## src/fcrd_pkg.sv

```systemverilog
// ----------------------------------------------------------------------------
// fcrd_pkg: shared types and constants for the fisheye-corrected ray distance
// Fixed-point formats, CORDIC constants, arctangent table and the record that
// travels down the row of CORDIC cells.
// ----------------------------------------------------------------------------
package fcrd_pkg;

  // Number of CORDIC cells in the row (legal range 8 to 24)
  localparam int CORDIC_STAGES = 16;
  localparam int TABLE_LEN     = 24;
  localparam int STAGE_W       = $clog2(CORDIC_STAGES);
  localparam int TABLE_W       = $clog2(TABLE_LEN);

  // Field widths
  localparam int POS_W       = 28;
  localparam int ANG_W       = 21;
  localparam int DIST_W      = 29;
  localparam int FLOOR_W     = 16;
  localparam int LIMIT_W     = 10;
  localparam int CFG_DATA_W  = 16;
  localparam int CFG_INDEX_W = 1;

  // Internal widths
  localparam int VEC_W   = 34;   // vectoring lane x/y, signed
  localparam int MAGX_W  = 32;   // final vectoring x never exceeds this
  localparam int ROT_W   = 33;   // rotation lane x/y, signed
  localparam int ZANG_W  = 33;   // residual angle in Q.30, signed
  localparam int WRAP_W  = 24;   // biased angle difference during wrap
  localparam int MAG_W   = 18;   // folded angle magnitude, 0..pi
  localparam int KMUL_W  = 30;
  localparam int Q30_SHIFT = 14;

  // Configuration register indexes
  localparam logic [CFG_INDEX_W-1:0] REG_MIN_FLOOR   = 1'b0;
  localparam logic [CFG_INDEX_W-1:0] REG_SMALL_ANGLE = 1'b1;

  localparam logic [FLOOR_W-1:0] FLOOR_RESET = 16'd13107;
  localparam logic [LIMIT_W-1:0] LIMIT_RESET = 10'd7;

  // Angle constants in Q.16
  localparam logic [WRAP_W-1:0] ANG_PI      = 24'd205887;
  localparam logic [WRAP_W-1:0] ANG_HALF_PI = 24'd102944;
  localparam logic [WRAP_W-1:0] ANG_TWO_PI  = 24'd411775;
  // pi plus six turns: keeps the biased difference non-negative
  localparam logic [WRAP_W-1:0] WRAP_BIAS   = 24'd2676537;

  // CORDIC gain compensation in Q.30
  localparam logic [KMUL_W-1:0] CORDIC_K = 30'd652032874;

  localparam logic [DIST_W-1:0] OUT_MAX = '1;

  // atan(2^-i) in Q.30, truncated
  localparam logic signed [ZANG_W-1:0] ATAN_Q30 [TABLE_LEN] = '{
    33'sd843314856, 33'sd497837829, 33'sd263043836, 33'sd133525158,
    33'sd67021686,  33'sd33543515,  33'sd16775850,  33'sd8388437,
    33'sd4194282,   33'sd2097149,   33'sd1048575,   33'sd524287,
    33'sd262143,    33'sd131071,    33'sd65535,     33'sd32767,
    33'sd16383,     33'sd8191,      33'sd4095,      33'sd2047,
    33'sd1023,      33'sd511,       33'sd255,       33'sd127
  };

  // Record carried from cell to cell
  typedef struct packed {
    logic signed [VEC_W-1:0]  vx;
    logic signed [VEC_W-1:0]  vy;
    logic signed [ROT_W-1:0]  rx;
    logic signed [ROT_W-1:0]  ry;
    logic signed [ZANG_W-1:0] rz;
    logic                     neg;
    logic                     raw_only;
  } cord_t;

endpackage

```

## src/fcrd_cell.sv

```systemverilog
// ----------------------------------------------------------------------------
// fcrd_cell: one CORDIC iteration for both lanes
// Vectoring lane drives y towards zero for the magnitude; rotation lane
// drives the residual angle towards zero for the cosine.
// ----------------------------------------------------------------------------
module fcrd_cell (
  input  logic                          clk,
  input  logic                          rst,
  input  logic [fcrd_pkg::STAGE_W-1:0]  stage,
  input  logic                          src_valid,
  input  fcrd_pkg::cord_t               src_cord,
  output logic                          src_hold,
  output logic                          dst_valid,
  output fcrd_pkg::cord_t               dst_cord,
  input  logic                          dst_hold
);
  import fcrd_pkg::*;

  logic signed [VEC_W-1:0]  vxs;
  logic signed [VEC_W-1:0]  vys;
  logic signed [ROT_W-1:0]  rxs;
  logic signed [ROT_W-1:0]  rys;
  logic signed [ZANG_W-1:0] atan;
  logic                     advance;
  cord_t                    cord_next;

  // Stall only when full and the neighbour downstream is stalled
  assign src_hold = dst_valid && dst_hold;
  assign advance  = !src_hold;

  always_comb begin
    vxs  = src_cord.vx >>> stage;
    vys  = src_cord.vy >>> stage;
    rxs  = src_cord.rx >>> stage;
    rys  = src_cord.ry >>> stage;
    atan = ATAN_Q30[TABLE_W'(stage)];
    cord_next = src_cord;
    // Vectoring: rotate towards the x axis
    if (!src_cord.vy[VEC_W-1] && (src_cord.vy != '0)) begin
      cord_next.vx = src_cord.vx + vys;
      cord_next.vy = src_cord.vy - vxs;
    end else begin
      cord_next.vx = src_cord.vx - vys;
      cord_next.vy = src_cord.vy + vxs;
    end
    // Rotation: consume the residual angle
    if (!src_cord.rz[ZANG_W-1]) begin
      cord_next.rx = src_cord.rx - rys;
      cord_next.ry = src_cord.ry + rxs;
      cord_next.rz = src_cord.rz - atan;
    end else begin
      cord_next.rx = src_cord.rx + rys;
      cord_next.ry = src_cord.ry - rxs;
      cord_next.rz = src_cord.rz + atan;
    end
  end

  always_ff @(posedge clk) begin
    if (rst) begin
      dst_valid <= 1'b0;
    end else if (advance) begin
      dst_valid <= src_valid;
    end
  end

  always_ff @(posedge clk) begin
    if (advance) begin
      dst_cord <= cord_next;
    end
  end

endmodule

```

## config.mk

```make
export PLATFORM = sky130hd
export DESIGN_NAME = fcrd_cell
export DESIGN_NICKNAME = d
export VERILOG_FILES = /design/src/fcrd_pkg.sv /design/src/fcrd_cell.sv
export SDC_FILE = /design/constraint.sdc
export NUM_CORES = 1
export LEC_CHECK = 0
export BUFFER_PORTS_ARGS = -buffer_cell sky130_fd_sc_hd__buf_2
export CORE_ASPECT_RATIO = 1.4
export CORE_MARGIN = 10
export CORE_UTILIZATION = 37
export DETAILED_ROUTE_END_ITERATION = 12
export GPL_TIMING_DRIVEN = 0
export SYNTH_ARGS = -nofsm -noshare
export SYNTH_HDL_FRONTEND = slang
export SYNTH_SLANG_ARGS = --single-unit
```

## constraint.sdc

```tcl
create_clock -name clk -period 8.25 [get_ports clk]
set_input_delay 0.4125 -clock clk [delete_from_list [all_inputs] [get_ports clk]]
set_output_delay 0.4125 -clock clk [all_outputs]
set_load 0.01 [all_outputs]
```

== Word level (Yosys, flattened, before mapping) ==
Memories as Yosys holds them, arrays and structs flattened.
Index checks and enable logic that the tools add are counted.
Operators by class
  $add $sub $neg: 10
  magnitude comparators: 1
  shifts and indexed selects: 4
  multiplexer cells: 4
  bitwise logic cells: 1
  reductions and logical operators: 4
Operators with widths (count)
  $add 33x33->33: 3
  $mux 99: 1
  $sub 33x33->33: 3
  $add 34x34->34: 2
  $mux 68: 1
  $sshr 34x4->34: 2
  $sub 34x34->34: 2
  $mux 33: 2
  $sshr 33x4->33: 2
  $reduce_bool 34->1: 1
  $ge 6x6->1 const B: 1
  $not 4->6: 1
  $logic_and 1x1->1: 2
  $logic_not 1->1: 1
Storage, ports and cells
  flip-flop bits (word level): 170
  ROM bits: 1056
  input bits: 177
  word-level logic and storage cells: 33
  memories: 1
Memories
  (no name shown): depth 32, width 33, rd ports 1, clocked after Yosys merged registers in 0, write ports 0, RTL line fcrd_cell.sv:36  | atan = ATAN_Q30[TABLE_W'(stage)];

== Logic depth before layout (Yosys ltp) ==
  word-level depth: 6
  gate-level depth with buffers: 26
  mapped depth without buffers: 21

== Least setup slack after synthesis ==
OpenSTA, ideal clock, no wires.
  path type: input to register
  from: input port stage[2] in the netlist's numbering
  to: register dst_cord[158] in the netlist's numbering (data pin)
  arrival time: 5.697 ns
  data required time: 7.991 ns
  path slack: 2.294 ns
  cell stages on the path: 23
  cells stage by stage: buf_2 -> buf_1 -> clkbuf_1 -> clkbuf_1 -> buf_1 -> clkbuf_1 -> clkbuf_1 -> nand3_1 -> o21ai_0 -> ha_1 -> o211ai_1 -> nor3_1 -> a21oi_1 -> xnor2_1 -> ha_1 -> a2111oi_0 -> o211ai_1 -> a41oi_1 -> nor2_1 -> nor3_1 -> o21ai_0 -> a221o_1 -> xor2_1
RTL lines
  start, declared: RTL line fcrd_cell.sv:9  | input logic [fcrd_pkg::STAGE_W-1:0] stage,
  end signal, assigned: RTL line fcrd_cell.sv:68  | dst_cord <= cord_next;
  end, declared: RTL line fcrd_cell.sv:14  | output fcrd_pkg::cord_t dst_cord,

==> results.cfg <==
[synth]
seq_area_frac_synth_pct = 20.8
synth_area_leaders = edfxtp_1, mux4_2, ha_1
synth_edf_count = 169
syn-cell-area_mm2 = 0.0245
ys_seq_elements = 170
yosysWarningCount = 0
async_flop_share_pct = 0
synthFlopType = edfxtp_1
yosys.area.top_type_share_pct = 20.7
synth_area_per_cell_um2 = 9.15
synthDistinctLibCells = 102
synth_nets = 3032
syn_inst = 2677
yosysTopAreaCell = edfxtp_1

[layout]
final_common_cell = buf_2
final_cell_mix = buf_2, a21oi_1, nand2_1
layout-drive-gt1-share_pct = 22.1
nNetsFinal = 3396
area_growth_pct = 14.2
fin_area_mm2 = 0.0280
layout.cells.non_filler = 3907
fillers = 6681
final_util_pct = 42.7

[hold_path]
hp-class = in -> reg

[power]
switching_power_mw = 2.40
p_sw_share_pct = 43.8
internal-power_mw = 3.08
pwr-share-seq_pct = 27.2
ir_drop_uv = 108
clock_power_share_pct = 15.7
powerDensity_mw_per_mm2 = 196
power_frac_comb_pct = 57.1
p_total_mw = 5.49
p_leak_nw = 11.4

[route]
avgRoutedWirePerCell_um = 32.1
drt_iter0_markers = 2813
drt_pass1_iterations = 6
wl_mm = 125
vias = 25300
drc = 0
antenna_left = 0
viasPerCell = 6.49

[sta]
setup_viol = 0
hold_violations = 0
drv_slew = 0
holdWs_ns = 0.0559
fin_ws_ns = 0.495
finalCritPeriodShare_pct = 94.0
fmax_mhz = 129
period_needed_ns = 7.75
maxSlewHeadroom_pct = 7.24
rsz0062_at_grt = no
max_slew.worst_pin.slew_ns = 1.39
skew_ns = 0.00977
fin_setup_tns_ns = 0

[global_route]
grt_pass1_wl_mm = 177
grt_usage_pct = 31.6
grt_pass1_vias = 25100
grt_max_degree = 69
overflow = 0
grt_antenna_before_repair = 10

[status]
status = finished, final reports clean

[placed_design]
dp_slack_ns = -1.99
dpl.hpwl_mm = 97.9
dp.cells = 3872
placed_area_mm2 = 0.0273
place.gp.congestion = 1.07
io_buffers = 345

[setup_path]
arrival_ns = 8.03
cp-end-kind = flop
critPathRequiredTime_ns = 8.53
rrSetupSlack_ns = 6.66
crit_path_cell_trace = buf_2, buf_2, clkbuf_2, clkdlybuf4s15_2, clkbuf_2, clkbuf_2, nand2_1, o21ai_0, ha_1, o211ai_1, nor3_1, a21oi_1, xnor2_1, ha_1, a2111oi_0, o211ai_1, a41oi_1, nor2_1, nor3_1, o21ai_0, a221o_1, xor2_1
critPathMostFrequentCell = clkbuf_2
crit_buf_inv = 6
critPathLaunchType = input port
slowest_stage = clkbuf_2
path_max_fanout = 19
critPathKind = in -> reg
cpPeakStageDelay_ns = 0.69
cp_top_family = buffers and inverters

[clocking]
root_buffer = clkbuf_16
post_cts_buffers = 0
cts_tree = built
clock_tree.buffer_depth = 2
cts_made_buffers = 17
clk_pin_slew_ns = 0.07
clock_latency_ns = 0.53
htree_levels = 4
cts_sinks = 170

[floorplan]
top_level_ports = 348
fp.dieH_um = 324
core_mm2 = 0.0656
die_x_um = 237
rows = 111
die-area_mm2 = 0.0770
start_util_pct = 37.4

[flow_run]
drv_cap = 0
## what timing repair did
action,CTS,global route
hold buffers,1,0
endpoints found under the setup margin,40,1
gates cloned,0,0
gates resized for setup,6,0
hold endpoints to repair,1,0
## worst register-to-register path, stage by stage (launching register included)
cell	delay [ns]
dfxtp_1	0.34
nand2_4	0.44
buf_16	0.34
## kinds of logic (layout without fill, tap and decap cells)
group                      Yosys count  count (layout)  share of synthesized area (%)
AOI/OAI and AO/OA                  780             780                           20.2
xor gates and xnor gates           291             291                           10.4
adders and majority gates          178             178                           9.25
buffers and inverters              217             594                           4.53
DFF                                170             170                           20.8
muxes                              293             293                           20.0
other                                0               6                              0
and+or+nand+nor                    748             748                           14.7
## registers in the layout (all words and copies together) (netlist names)
name,flops
dst_valid,1
dst_cord,169
## per-layer routing
| metal | part of all wire (%) | track usage [%] | vias to the layer above |
|---|---|---|---|
| li1 | - | - | 11000 |
| met1 | 35 | 34.3 | 12300 |
| met2 | 47 | 51.8 | 1534 |
| met3 | 9.1 | 8.32 | 536 |
| met4 | 8.7 | 24.3 | 12 |
| met5 | 0.061 | 0 | - |
## layout make-up
class	instances	area, µm²	share of cell area [%]
inverter	82	308	1.10
buffer	131	798	2.85
sequential	170	5090	18.2
multi-input combinational	2290	18300	65.4
antenna	6	15.0	0.0537
clock buffer	18	429	1.53
tap	847	1060	3.79
timing repair buffer	349	1800	6.44
clock inverter	14	164	0.586
## path summary, 6_finish.rpt
kind / to / cells after the start / start
worst max register to register: dst_cord[156]$_DFFE_PN_ / 2 / dst_valid$_SDFFE_PP0N_
worst max-delay path: dst_cord[158]$_DFFE_PN_ / 22 / stage[2]
worst min register to register: dst_cord[2]$_DFFE_PN_ / 1 / dst_valid$_SDFFE_PP0N_
worst min-delay path: dst_cord[1]$_DFFE_PN_ / 1 / src_cord[1]
## cells in the mapped netlist, types with 27 or more instances
library cell  number
a211oi_1          33
a21o_1            62
a21oi_1          241
a31oi_1           37
and2_1            27
clkbuf_1          58
edfxtp_1         169
ha_1             173
inv_1             80
mux2_2            61
mux2i_1           82
mux4_2           132
nand2_1          234
nand3_1           44
nor2_1           221
nor3_1            45
o21a_1            29
o21ai_0          159
xnor2_1          196
xor2_1            95
## power by group through the flow
stage | Sequential (mW) | Clock [mW] | Combinational [mW]
2_1_floorplan | 1.72 | 0 | 1.76
3_5_place_dp | 1.51 | 0 | 3.09
4_1_cts | 1.50 | 0.891 | 3.11
5_1_grt | 1.53 | 0.922 | 3.38
3_3_place_gp | 1.51 | 0 | 3.10
6_report | 1.49 | 0.862 | 3.14
No activity file was read; power rests on OpenSTA's default activity.
