<file path="config.mk">
export PLATFORM = sky130hd
export DESIGN_NAME = fcrd_front
export DESIGN_NICKNAME = d
export VERILOG_FILES = /design/src/fcrd_pkg.sv /design/src/fcrd_front.sv
export SDC_FILE = /design/constraint.sdc
export NUM_CORES = 1
export LEC_CHECK = 0
export ABC_AREA = 0
export ABC_CLOCK_PERIOD_IN_PS = 19100
export CAP_MARGIN = 20
export CORE_ASPECT_RATIO = 1.75
export CORE_MARGIN = 2
export CORE_UTILIZATION = 45
export CTS_BUF_LIST = sky130_fd_sc_hd__clkbuf_2
export DETAILED_ROUTE_END_ITERATION = 8
export DONT_BUFFER_PORTS = 1
export RECOVER_POWER = 100
export SYNTH_ARGS = -nofsm -noshare
export SYNTH_HDL_FRONTEND = slang
export SYNTH_SLANG_ARGS = --single-unit
</file>
<file path="constraint.sdc">
create_clock -name clk -period 19.1 [get_ports clk]
set_input_delay 4.775 -clock clk [delete_from_list [all_inputs] [get_ports clk]]
set_output_delay 4.775 -clock clk [all_outputs]
set_load 0.005 [all_outputs]
</file>
<file path="src/fcrd_pkg.sv">
// ----------------------------------------------------------------------------
// fcrd_pkg: shared types and constants for the fisheye-corrected ray distance
// Fixed-point formats, CORDIC constants, arctangent table and the record that
// travels down the row of CORDIC cells.
// ----------------------------------------------------------------------------
package fcrd_pkg;

  // Number of CORDIC cells in the row (legal range 8 to 24)
  localparam int CORDIC_STAGES = 16;
  localparam int TABLE_LEN     = 24;
  localparam int STAGE_W       = $clog2(CORDIC_STAGES);
  localparam int TABLE_W       = $clog2(TABLE_LEN);

  // Field widths
  localparam int POS_W       = 28;
  localparam int ANG_W       = 21;
  localparam int DIST_W      = 29;
  localparam int FLOOR_W     = 16;
  localparam int LIMIT_W     = 10;
  localparam int CFG_DATA_W  = 16;
  localparam int CFG_INDEX_W = 1;

  // Internal widths
  localparam int VEC_W   = 34;   // vectoring lane x/y, signed
  localparam int MAGX_W  = 32;   // final vectoring x never exceeds this
  localparam int ROT_W   = 33;   // rotation lane x/y, signed
  localparam int ZANG_W  = 33;   // residual angle in Q.30, signed
  localparam int WRAP_W  = 24;   // biased angle difference during wrap
  localparam int MAG_W   = 18;   // folded angle magnitude, 0..pi
  localparam int KMUL_W  = 30;
  localparam int Q30_SHIFT = 14;

  // Configuration register indexes
  localparam logic [CFG_INDEX_W-1:0] REG_MIN_FLOOR   = 1'b0;
  localparam logic [CFG_INDEX_W-1:0] REG_SMALL_ANGLE = 1'b1;

  localparam logic [FLOOR_W-1:0] FLOOR_RESET = 16'd13107;
  localparam logic [LIMIT_W-1:0] LIMIT_RESET = 10'd7;

  // Angle constants in Q.16
  localparam logic [WRAP_W-1:0] ANG_PI      = 24'd205887;
  localparam logic [WRAP_W-1:0] ANG_HALF_PI = 24'd102944;
  localparam logic [WRAP_W-1:0] ANG_TWO_PI  = 24'd411775;
  // pi plus six turns: keeps the biased difference non-negative
  localparam logic [WRAP_W-1:0] WRAP_BIAS   = 24'd2676537;

  // CORDIC gain compensation in Q.30
  localparam logic [KMUL_W-1:0] CORDIC_K = 30'd652032874;

  localparam logic [DIST_W-1:0] OUT_MAX = '1;

  // atan(2^-i) in Q.30, truncated
  localparam logic signed [ZANG_W-1:0] ATAN_Q30 [TABLE_LEN] = '{
    33'sd843314856, 33'sd497837829, 33'sd263043836, 33'sd133525158,
    33'sd67021686,  33'sd33543515,  33'sd16775850,  33'sd8388437,
    33'sd4194282,   33'sd2097149,   33'sd1048575,   33'sd524287,
    33'sd262143,    33'sd131071,    33'sd65535,     33'sd32767,
    33'sd16383,     33'sd8191,      33'sd4095,      33'sd2047,
    33'sd1023,      33'sd511,       33'sd255,       33'sd127
  };

  // Record carried from cell to cell
  typedef struct packed {
    logic signed [VEC_W-1:0]  vx;
    logic signed [VEC_W-1:0]  vy;
    logic signed [ROT_W-1:0]  rx;
    logic signed [ROT_W-1:0]  ry;
    logic signed [ZANG_W-1:0] rz;
    logic                     neg;
    logic                     raw_only;
  } cord_t;

endpackage

</file>
<file path="src/fcrd_front.sv">
// ----------------------------------------------------------------------------
// fcrd_front: operand preparation stage
// Forms |dx| and |dy|, wraps the angle difference into [-pi, pi], folds it
// into [0, pi/2] and seeds both CORDIC lanes.
// ----------------------------------------------------------------------------
module fcrd_front (
  input  logic                                clk,
  input  logic                                rst,
  input  logic                                in_valid,
  output logic                                in_ready,
  input  logic [fcrd_pkg::POS_W-1:0]          hit_pos_x,
  input  logic [fcrd_pkg::POS_W-1:0]          hit_pos_y,
  input  logic [fcrd_pkg::POS_W-1:0]          viewer_pos_x,
  input  logic [fcrd_pkg::POS_W-1:0]          viewer_pos_y,
  input  logic signed [fcrd_pkg::ANG_W-1:0]   ray_direction,
  input  logic signed [fcrd_pkg::ANG_W-1:0]   viewer_heading,
  input  logic [fcrd_pkg::LIMIT_W-1:0]        small_angle_limit,
  output logic                                dst_valid,
  output fcrd_pkg::cord_t                     dst_cord,
  input  logic                                dst_hold
);
  import fcrd_pkg::*;

  logic signed [POS_W:0]   dx;
  logic signed [POS_W:0]   dy;
  logic [POS_W-1:0]        adx;
  logic [POS_W-1:0]        ady;
  logic signed [ANG_W:0]   diff;
  logic [WRAP_W-1:0]       wrap;
  logic [WRAP_W-1:0]       mag_wide;
  logic [MAG_W-1:0]        angle_mag;
  logic [MAG_W-1:0]        fold;
  logic                    obtuse;
  cord_t                   cord_next;

  // Take a new transaction whenever this stage is empty or moving on
  assign in_ready = !(dst_valid && dst_hold);

  // Coordinate differences and their magnitudes
  always_comb begin
    dx  = $signed({1'b0, hit_pos_x}) - $signed({1'b0, viewer_pos_x});
    dy  = $signed({1'b0, hit_pos_y}) - $signed({1'b0, viewer_pos_y});
    adx = dx[POS_W] ? POS_W'(-dx) : dx[POS_W-1:0];
    ady = dy[POS_W] ? POS_W'(-dy) : dy[POS_W-1:0];
  end

  // Wrap the difference: bias it positive, reduce modulo one turn, unbias
  always_comb begin
    diff = (ANG_W+1)'(ray_direction) - (ANG_W+1)'(viewer_heading);
    wrap = WRAP_W'(diff) + WRAP_BIAS;
    for (int k = 3; k >= 0; k--) begin
      if (wrap >= (ANG_TWO_PI << k)) begin
        wrap = wrap - (ANG_TWO_PI << k);
      end
    end
    mag_wide  = (wrap >= ANG_PI) ? (wrap - ANG_PI) : (ANG_PI - wrap);
    angle_mag = mag_wide[MAG_W-1:0];
    obtuse    = angle_mag > MAG_W'(ANG_HALF_PI);
    fold      = obtuse ? (MAG_W'(ANG_PI) - angle_mag) : angle_mag;
  end

  // Seed both lanes
  always_comb begin
    cord_next.vx       = VEC_W'({adx, 2'b00});
    cord_next.vy       = VEC_W'({ady, 2'b00});
    cord_next.rx       = ROT_W'(CORDIC_K);
    cord_next.ry       = '0;
    cord_next.rz       = ZANG_W'({fold, {Q30_SHIFT{1'b0}}});
    cord_next.neg      = obtuse;
    cord_next.raw_only = angle_mag < MAG_W'(small_angle_limit);
  end

  always_ff @(posedge clk) begin
    if (rst) begin
      dst_valid <= 1'b0;
    end else if (in_ready) begin
      dst_valid <= in_valid;
    end
  end

  always_ff @(posedge clk) begin
    if (in_ready) begin
      dst_cord <= cord_next;
    end
  end

endmodule

</file>
Word level (Yosys, flattened, before mapping)
Index checks and enable logic that the tools add are counted.
W data, S select, Z words.
{"block": "totals", "regBits": 77, "word_cells": 36, "output_inout_bits": 171, "input_bits": 168}
{"block": "op_classes", "n_addsub": 13, "n_lt_le_gt_ge": 7, "reduce_logical": 2, "n_mux": 8}
{"operator": "$mux W24", "n": 4}
{"operator": "$sub A28 B28 Y29", "n": 2}
{"operator": "$mux W28", "n": 2}
{"operator": "$neg A28 Y28", "n": 2}
{"operator": "$mux W18", "n": 2}
{"operator": "$sub A18 B18 Y18 const A", "n": 2}
{"operator": "$add A22 B23 Y24 const B", "n": 1}
{"operator": "$ge A24 B18 Y1 const B", "n": 1}
{"operator": "$ge A24 B19 Y1 const B", "n": 1}
{"operator": "$ge A24 B20 Y1 const B", "n": 1}
{"operator": "$ge A24 B21 Y1 const B", "n": 1}
{"operator": "$ge A24 B22 Y1 const B", "n": 1}
{"operator": "$sub A24 B19 Y24 const B", "n": 1}
{"operator": "$sub A24 B20 Y24 const B", "n": 1}
{"operator": "$sub A24 B21 Y24 const B", "n": 1}
{"operator": "$sub A24 B22 Y24 const B", "n": 1}
{"operator": "$sub A21 B21 Y22", "n": 1}
{"operator": "$gt A18 B17 Y1 const B", "n": 1}
{"operator": "$lt A18 B10 Y1", "n": 1}
{"operator": "$sub A18 B18 Y18 const B", "n": 1}
{"operator": "$logic_and A1 B1 Y1", "n": 1}
{"operator": "$logic_not A1 Y1", "n": 1}

Logic depth before layout (Yosys ltp)
Gate-level depths: netlist (run 1).
{"block": "logic_depth", "ltp_word": 14, "ltp_mapped": 67}

Worst setup path before layout (run 1)
OpenSTA, ideal clock, no wires.
{"block": "synth_timing", "path_kind": "input to register", "start": "in ray_direction[1] (netlist bit)", "end": "reg dst_cord[30] (netlist bit) (data pin)", "cell_stages": 57, "setup_ns": 0.260, "t_required_ns": 18.840, "slack_ns": 2.929, "arrival_time_ns": 15.911, "n_path_buf": 7, "cell_sequence": "inv_1 > ha_1 > inv_1 > ha_1 > fa_1 > a211oi_2 > o31ai_4 > o211ai_2 > a21boi_0 > or2_2 > or4_4 > o211a_1 > buf_6 > xnor2_1 > inv_1 > ha_1 > nand2_1 > a211o_1 > (+21 left out) > nor2_1 > xor2_1 > ha_1 > and3_1 > a32oi_1 > nand4bb_1 > a311o_1 > a2bb2oi_2 > a21o_1 > buf_6 > a211oi_2 > o21a_1 > o22ai_1 > or4b_1 > nand4b_4 > buf_4 > nor2b_1 > mux2_2"}
{"element": "start: declaration", "line": "fcrd_front.sv:15", "text": "input logic signed [fcrd_pkg::ANG_W-1:0] ray_direction,"}
{"element": "end signal: assignment", "line": "fcrd_front.sv:83", "text": "dst_cord <= cord_next;"}
{"element": "end: declaration", "line": "fcrd_front.sv:19", "text": "output fcrd_pkg::cord_t dst_cord,"}

==> results of run 1 <==
state kept, by name, indices dropped and copies added (netlist names):
| signal | cells |
|---|---|
| dst_valid | 1 |
| dst_cord | 76 |
kinds of logic after synthesis:
| logic type | synth area share |
|---|---|
| and+or+nand+nor | 0.201 |
| DFF | 0.160 |
| xor gates and xnor gates | 0.112 |
| adders and majority gates | 0.107 |
| buffers and inverters | 0.120 |
| muxes | 0.0261 |
| other | 0.000523 |
| AOI/OAI and AO/OA | 0.272 |
final timing paths:
check                 end              from  depth (start not counted)
max          dst_cord[23]  ray_direction[1]                         51
min             dst_valid         dst_valid                          2
max reg2reg   dst_cord[0]         dst_valid                          2
min reg2reg     dst_valid         dst_valid                          2
cell usage in the layout, fill, tap and decap left out, types with 17 or more instances in the layout:
| cell type | n |
|---|---|
| nand2b_1 | 19 |
| nor3_1 | 55 |
| and3_1 | 17 |
| a21o_1 | 24 |
| inv_1 | 194 |
| o21a_1 | 18 |
| buf_4 | 18 |
| a21oi_1 | 133 |
| nor4_1 | 17 |
| mux2i_1 | 20 |
| xnor2_1 | 117 |
| nand4_1 | 26 |
| nor2_1 | 140 |
| nand2_1 | 126 |
| nand3_1 | 40 |
| a21boi_0 | 22 |
| ha_1 | 118 |
| o21ai_0 | 108 |
| conb_1 | 93 |
| a211oi_1 | 21 |
| nor2b_1 | 30 |
| edfxtp_1 | 76 |
| o211ai_1 | 30 |
| xor2_1 | 59 |
stage by stage:
step	worst slack (ns)	hold WS, ns
5_1_grt	0.290	0.643
3_5_place_dp	0.977	0.585
3_3_place_gp	1.22	0.576
6_report	1.22	0.569
4_1_cts	1.62	0.605
2_1_floorplan	2.93	0.501
per-layer routing:
metal	up-vias	share of wire	global-route usage
met3	144	0.029	0.0213
li1	6549	-	-
met1	6156	0.35	0.213
met2	407	0.56	0.462
met5	-	0	0
met4	0	0.060	0.139
critical path, delay by kind of cell:
| family | cells | cell delay (ns) |
|---|---|---|
| mux | 1 | 0.42 |
| compound gates | 22 | 5.43 |
| fa+ha+maj | 6 | 1.89 |
| simple gates | 14 | 4.26 |
| buf+inv | 5 | 0.48 |
| xor+xnor | 3 | 0.95 |
final cells by class:
cell class              count  area share
clock inverters             6     0.00373
repair buffers             20     0.00988
clock buffers              10     0.00347
well taps                 396      0.0343
diodes                      1    0.000173
multi-input cells        1544       0.738
flip-flops and latches     77       0.159
inverters                 195      0.0507
synthesized netlist by cell type (19+ instances only):
cell        n
nand4_1    26
a21boi_0   22
clkbuf_1   19
xor2_1     59
inv_1     194
buf_2      28
nand2b_1   19
a21o_1     24
o21ai_0   106
nor2b_1    30
mux2i_1    20
ha_1      118
edfxtp_1   76
xnor2_1   117
o211ai_1   30
a211oi_1   20
nor3_1     55
nand2_1   126
buf_4     100
a21oi_1   133
nor2_1    140
nand3_1    40
==> run_results.csv, run 1 <==
group,metric,value,unit
cells_and_area,syn_to_final_growth,0.558,%
cts,post-cts-setup-buffers,0,
floorplan,row_count,86,
worst_setup_path,cp.arrival,18.27,ns
drt,firstDrtPassIters,5,
global_routing,grt.total_usage,0.226,
drt,viasPerCell,5.89,
worst_setup_path,crit_top_cell,"ha_1",
sta,clock_skew,0.0253,ns
cts,clock_sinks,77,
cells_and_area,final_util,0.460,
cts,hold_buffers,0,
sta,slew_headroom,-0.566,
sta,finalCritPeriodShare,0.936,
cells_and_area,drive_gt1_frac,0.0643,
cells_and_area,fill_cells,3287,
sta,rsz0062_at_grt,"false",
drt,drc,0,
place,dpl_cell_area,14400,um^2
worst_setup_path,crit_path_top_delay_cell,"nor4bb_1",
job,max_cap_viol_count,2,
global_routing,grt_pass1_vias,12800,
logic_synthesis,synth-seq-cells,77,
worst_setup_path,crit_type,"in2reg",
sta,slew_viol_final,79,
sta,finalSetupViolCount,0,
worst_setup_path,endpoint_kind,"register",
worst_setup_path,critical_path_required,19.49,ns
cells_and_area,multiInputGateArea,10700,um^2
cells_and_area,nets,2136,
sta,fmax,55.9,MHz
floorplan,die_w,139,um
cts,numCtsBuffers,9,
logic_synthesis,synthFlopType,"edfxtp_1",
cts,clock_latency,0.61,ns
place,hpwlAfterDp,33000,um
run_status,status,"complete, but fails checks",
cts,cts-htree-levels,3,
floorplan,start_util,0.457,
cells_and_area,fin_area,14400,um^2
logic_synthesis,synth_top_area_frac,0.159,
drt,ant_nets,0,
logic_synthesis,yosys-top-cells-area,"edfxtp_1 16%, ha_1 10%, xnor2_1 7.1%, buf_4 5.2%, inv_1 5.1%",
sta,period_needed,17.88,ns
worst_setup_path,path_max_fanout,16,
cts,cts_resized,0,
logic_synthesis,ys_seq_area_frac,0.160,
sta,worst_pin_slew,2.35,ns
global_routing,grt-ovfl-total,0,
place,io_buffers,0,
floorplan,core_area,31400,um^2
drt,vias,13300,
drt,wl,39300,um
global_routing,antenna_found_initial,1,
floorplan,ios,339,
sta,fin_tns_setup,0,ns
logic_synthesis,avgSynthCellArea,7.66,um^2
min_path,hold_class,"reg2reg",
worst_setup_path,r2r_slack,15.43,ns
drt,drtIter0Drc,530,
cts,root_buffer,"clkbuf_2",
cells_and_area,seqCellArea,2300,um^2
place,gp_congestion,0.956,
global_routing,grt_max_degree,44,
floorplan,fp.dieArea,33400,um^2
logic_synthesis,yosys_warnings,0,
floorplan,die_h,240,um
cts,path_clk_slew,0.20,ns
logic_synthesis,synth.distinct_cells,112,
logic_synthesis,synth_edf_count,76,
sta,finalHoldViolations,0,
cts,cts_tree,"yes",
drt,post_drt_wl_per_cell,17.5,um
worst_setup_path,start_kind,"primary input",
place,dp.cells,2232,
cells_and_area,fin_cells,2249,
logic_synthesis,postSynthCellCount,1875,
logic_synthesis,syn_area,14400,um^2
logic_synthesis,synth-async-reset-ratio,0,
global_routing,grt_pass1_wl,62300,um
worst_setup_path,crit_path_max_incr_delay,0.66,ns
run_status,violations,"max-capacitance violations, max-slew violations",
logic_synthesis,netlist.top_cell.by_area,"edfxtp_1",
cts,clock_path_buffers,2,
Power of run 1 is not shown: default switching activity piles up to over one toggle a cycle in this logic, so the estimate is an artifact.
==> inputs of run 2 (changes only) <==
--- a/config.mk
+++ b/config.mk
@@ -9,9 +9,9 @@
 export ABC_CLOCK_PERIOD_IN_PS = 19100
 export CAP_MARGIN = 20
 export CORE_ASPECT_RATIO = 1.75
-export CORE_MARGIN = 2
-export CORE_UTILIZATION = 45
+export CORE_UTILIZATION = 30
 export CTS_BUF_LIST = sky130_fd_sc_hd__clkbuf_2
+export CTS_CLUSTER_SIZE = 24
 export DETAILED_ROUTE_END_ITERATION = 8
 export DONT_BUFFER_PORTS = 1
 export RECOVER_POWER = 100
==> run_results.csv, run 2 (synthesis results as in run 1) <==
group,metric,value,unit
run_status,status,"complete, but fails checks",
run_status,violations,"max-capacitance violations, max-slew violations",
drt,vias,13400,
global_routing,grt.total_usage,0.161,
min_path,hold_class,"reg2reg",
cells_and_area,final_common_cell,"inv_1",
worst_setup_path,path_max_fanout,19,
cts,clock_latency,0.59,ns
drt,drc,0,
floorplan,die_h,291,um
cts,path_clk_slew,0.23,ns
drt,ant_nets,0,
global_routing,grt_pass1_wl,64500,um
cts,numCtsBuffers,9,
cts,cts-htree-levels,3,
sta,finalCritPeriodShare,0.934,
sta,whs,0.587,ns
cells_and_area,fin_area,14700,um^2
cts,root_buffer,"clkbuf_2",
sta,finalSetupViolCount,0,
sta,fin_tns_setup,0,ns
worst_setup_path,crit_path_max_incr_delay,0.69,ns
cells_and_area,most-common-layout-cells,"194 x inv_1, 141 x nor2_1, 134 x a21oi_1",
sta,worst_pin_slew,2.21,ns
sta,fmax,56.1,MHz
sta,period_needed,17.84,ns
place,hpwlAfterDp,34800,um
cts,clock_path_buffers,2,
worst_setup_path,cp.arrival,18.20,ns
job,max_cap_viol_count,2,
floorplan,fp.dieArea,48800,um^2
cells_and_area,syn_to_final_growth,2.58,%
drt,post_drt_wl_per_cell,16.7,um
drt,viasPerCell,5.47,
drt,firstDrtPassIters,5,
floorplan,start_util,0.305,
worst_setup_path,crit_type,"in2reg",
cts,cts_tree,"yes",
floorplan,die_w,167,um
drt,drtIter0Drc,644,
floorplan,row_count,105,
drt,wl,40900,um
cts,post-cts-setup-buffers,0,
place,io_buffers,0,
cells_and_area,largest_register_ffs,76,
sta,slew_headroom,-0.475,
worst_setup_path,endpoint_kind,"register",
place,dpl_cell_area,14600,um^2
cells_and_area,drive_gt1_frac,0.0653,
worst_setup_path,start_kind,"primary input",
cts,clock_sinks,77,
floorplan,core_area,47000,um^2
worst_setup_path,critical_path_required,19.46,ns
floorplan,ios,339,
cells_and_area,multiInputGateArea,10700,um^2
place,gp_congestion,0.898,
worst_setup_path,r2r_slack,15.44,ns
sta,finalHoldViolations,0,
sta,rsz0062_at_grt,"false",
cells_and_area,nets,2137,
global_routing,grt_max_degree,42,
worst_setup_path,crit_top_cell,"ha_1",
global_routing,antenna_found_initial,1,
cells_and_area,fill_cells,5045,
cells_and_area,seqCellArea,2300,um^2
sta,clock_skew,0.0183,ns
worst_setup_path,crit_path_top_delay_cell,"nor2_1",
global_routing,grt-ovfl-total,0,
cts,hold_buffers,0,
cts,cts_resized,0,
cells_and_area,reg.largest.list,"dst_cord: 76 flops, dst_valid: 1 flops",
global_routing,grt_pass1_vias,13000,
sta,slew_viol_final,79,
cells_and_area,regMostFlops,"dst_cord",
[run 2: through the flow]
stage	cells	util	setup slack, ns
floorplan	1966	-	2.93
global placement	2425	0.311	1.17
detailed placement	2425	0.311	1.06
CTS	2441	0.314	1.69
global route	2442	0.313	0.313
finish	2442	0.313	1.26
[run 2: final timing paths]
path / from / to / depth (start not counted)
max reg2reg: dst_valid / dst_cord[1] / 2
min reg2reg: dst_valid / dst_valid / 2
max: ray_direction[1] / dst_cord[23] / 49
min: dst_valid / dst_valid / 2
[run 2: final cells by class]
class                           instances  area share
Multi-Input combinational cell       1544       0.724
Sequential cell                        77       0.156
Tap cell                              588      0.0500
Inverter                              195      0.0497
Timing Repair Buffer                   21      0.0102
Clock inverter                          7     0.00705
Clock buffer                            9     0.00306
Antenna cell                            1    0.000170
[run 2: per-layer routing]
| layer | vias to the layer above | GRT usage | part of all wire |
|---|---|---|---|
| li1 | 6544 | - | - |
| met1 | 6180 | 0.150 | 0.36 |
| met2 | 516 | 0.333 | 0.55 |
| met3 | 111 | 0.0131 | 0.039 |
| met4 | 0 | 0.0920 | 0.053 |
| met5 | - | 0 | 0 |
[run 2: worst max-delay path, delay by kind of cell]
family                     cells  cell delay (ns)
xor gates and xnor gates       4             1.09
adders and majority gates      6             1.87
AOI/OAI and AO/OA             18             4.61
muxes                          3             0.94
buffers and inverters          6             0.74
and+or+nand+nor               12             4.13
Power of run 2 is left out for the same reason.
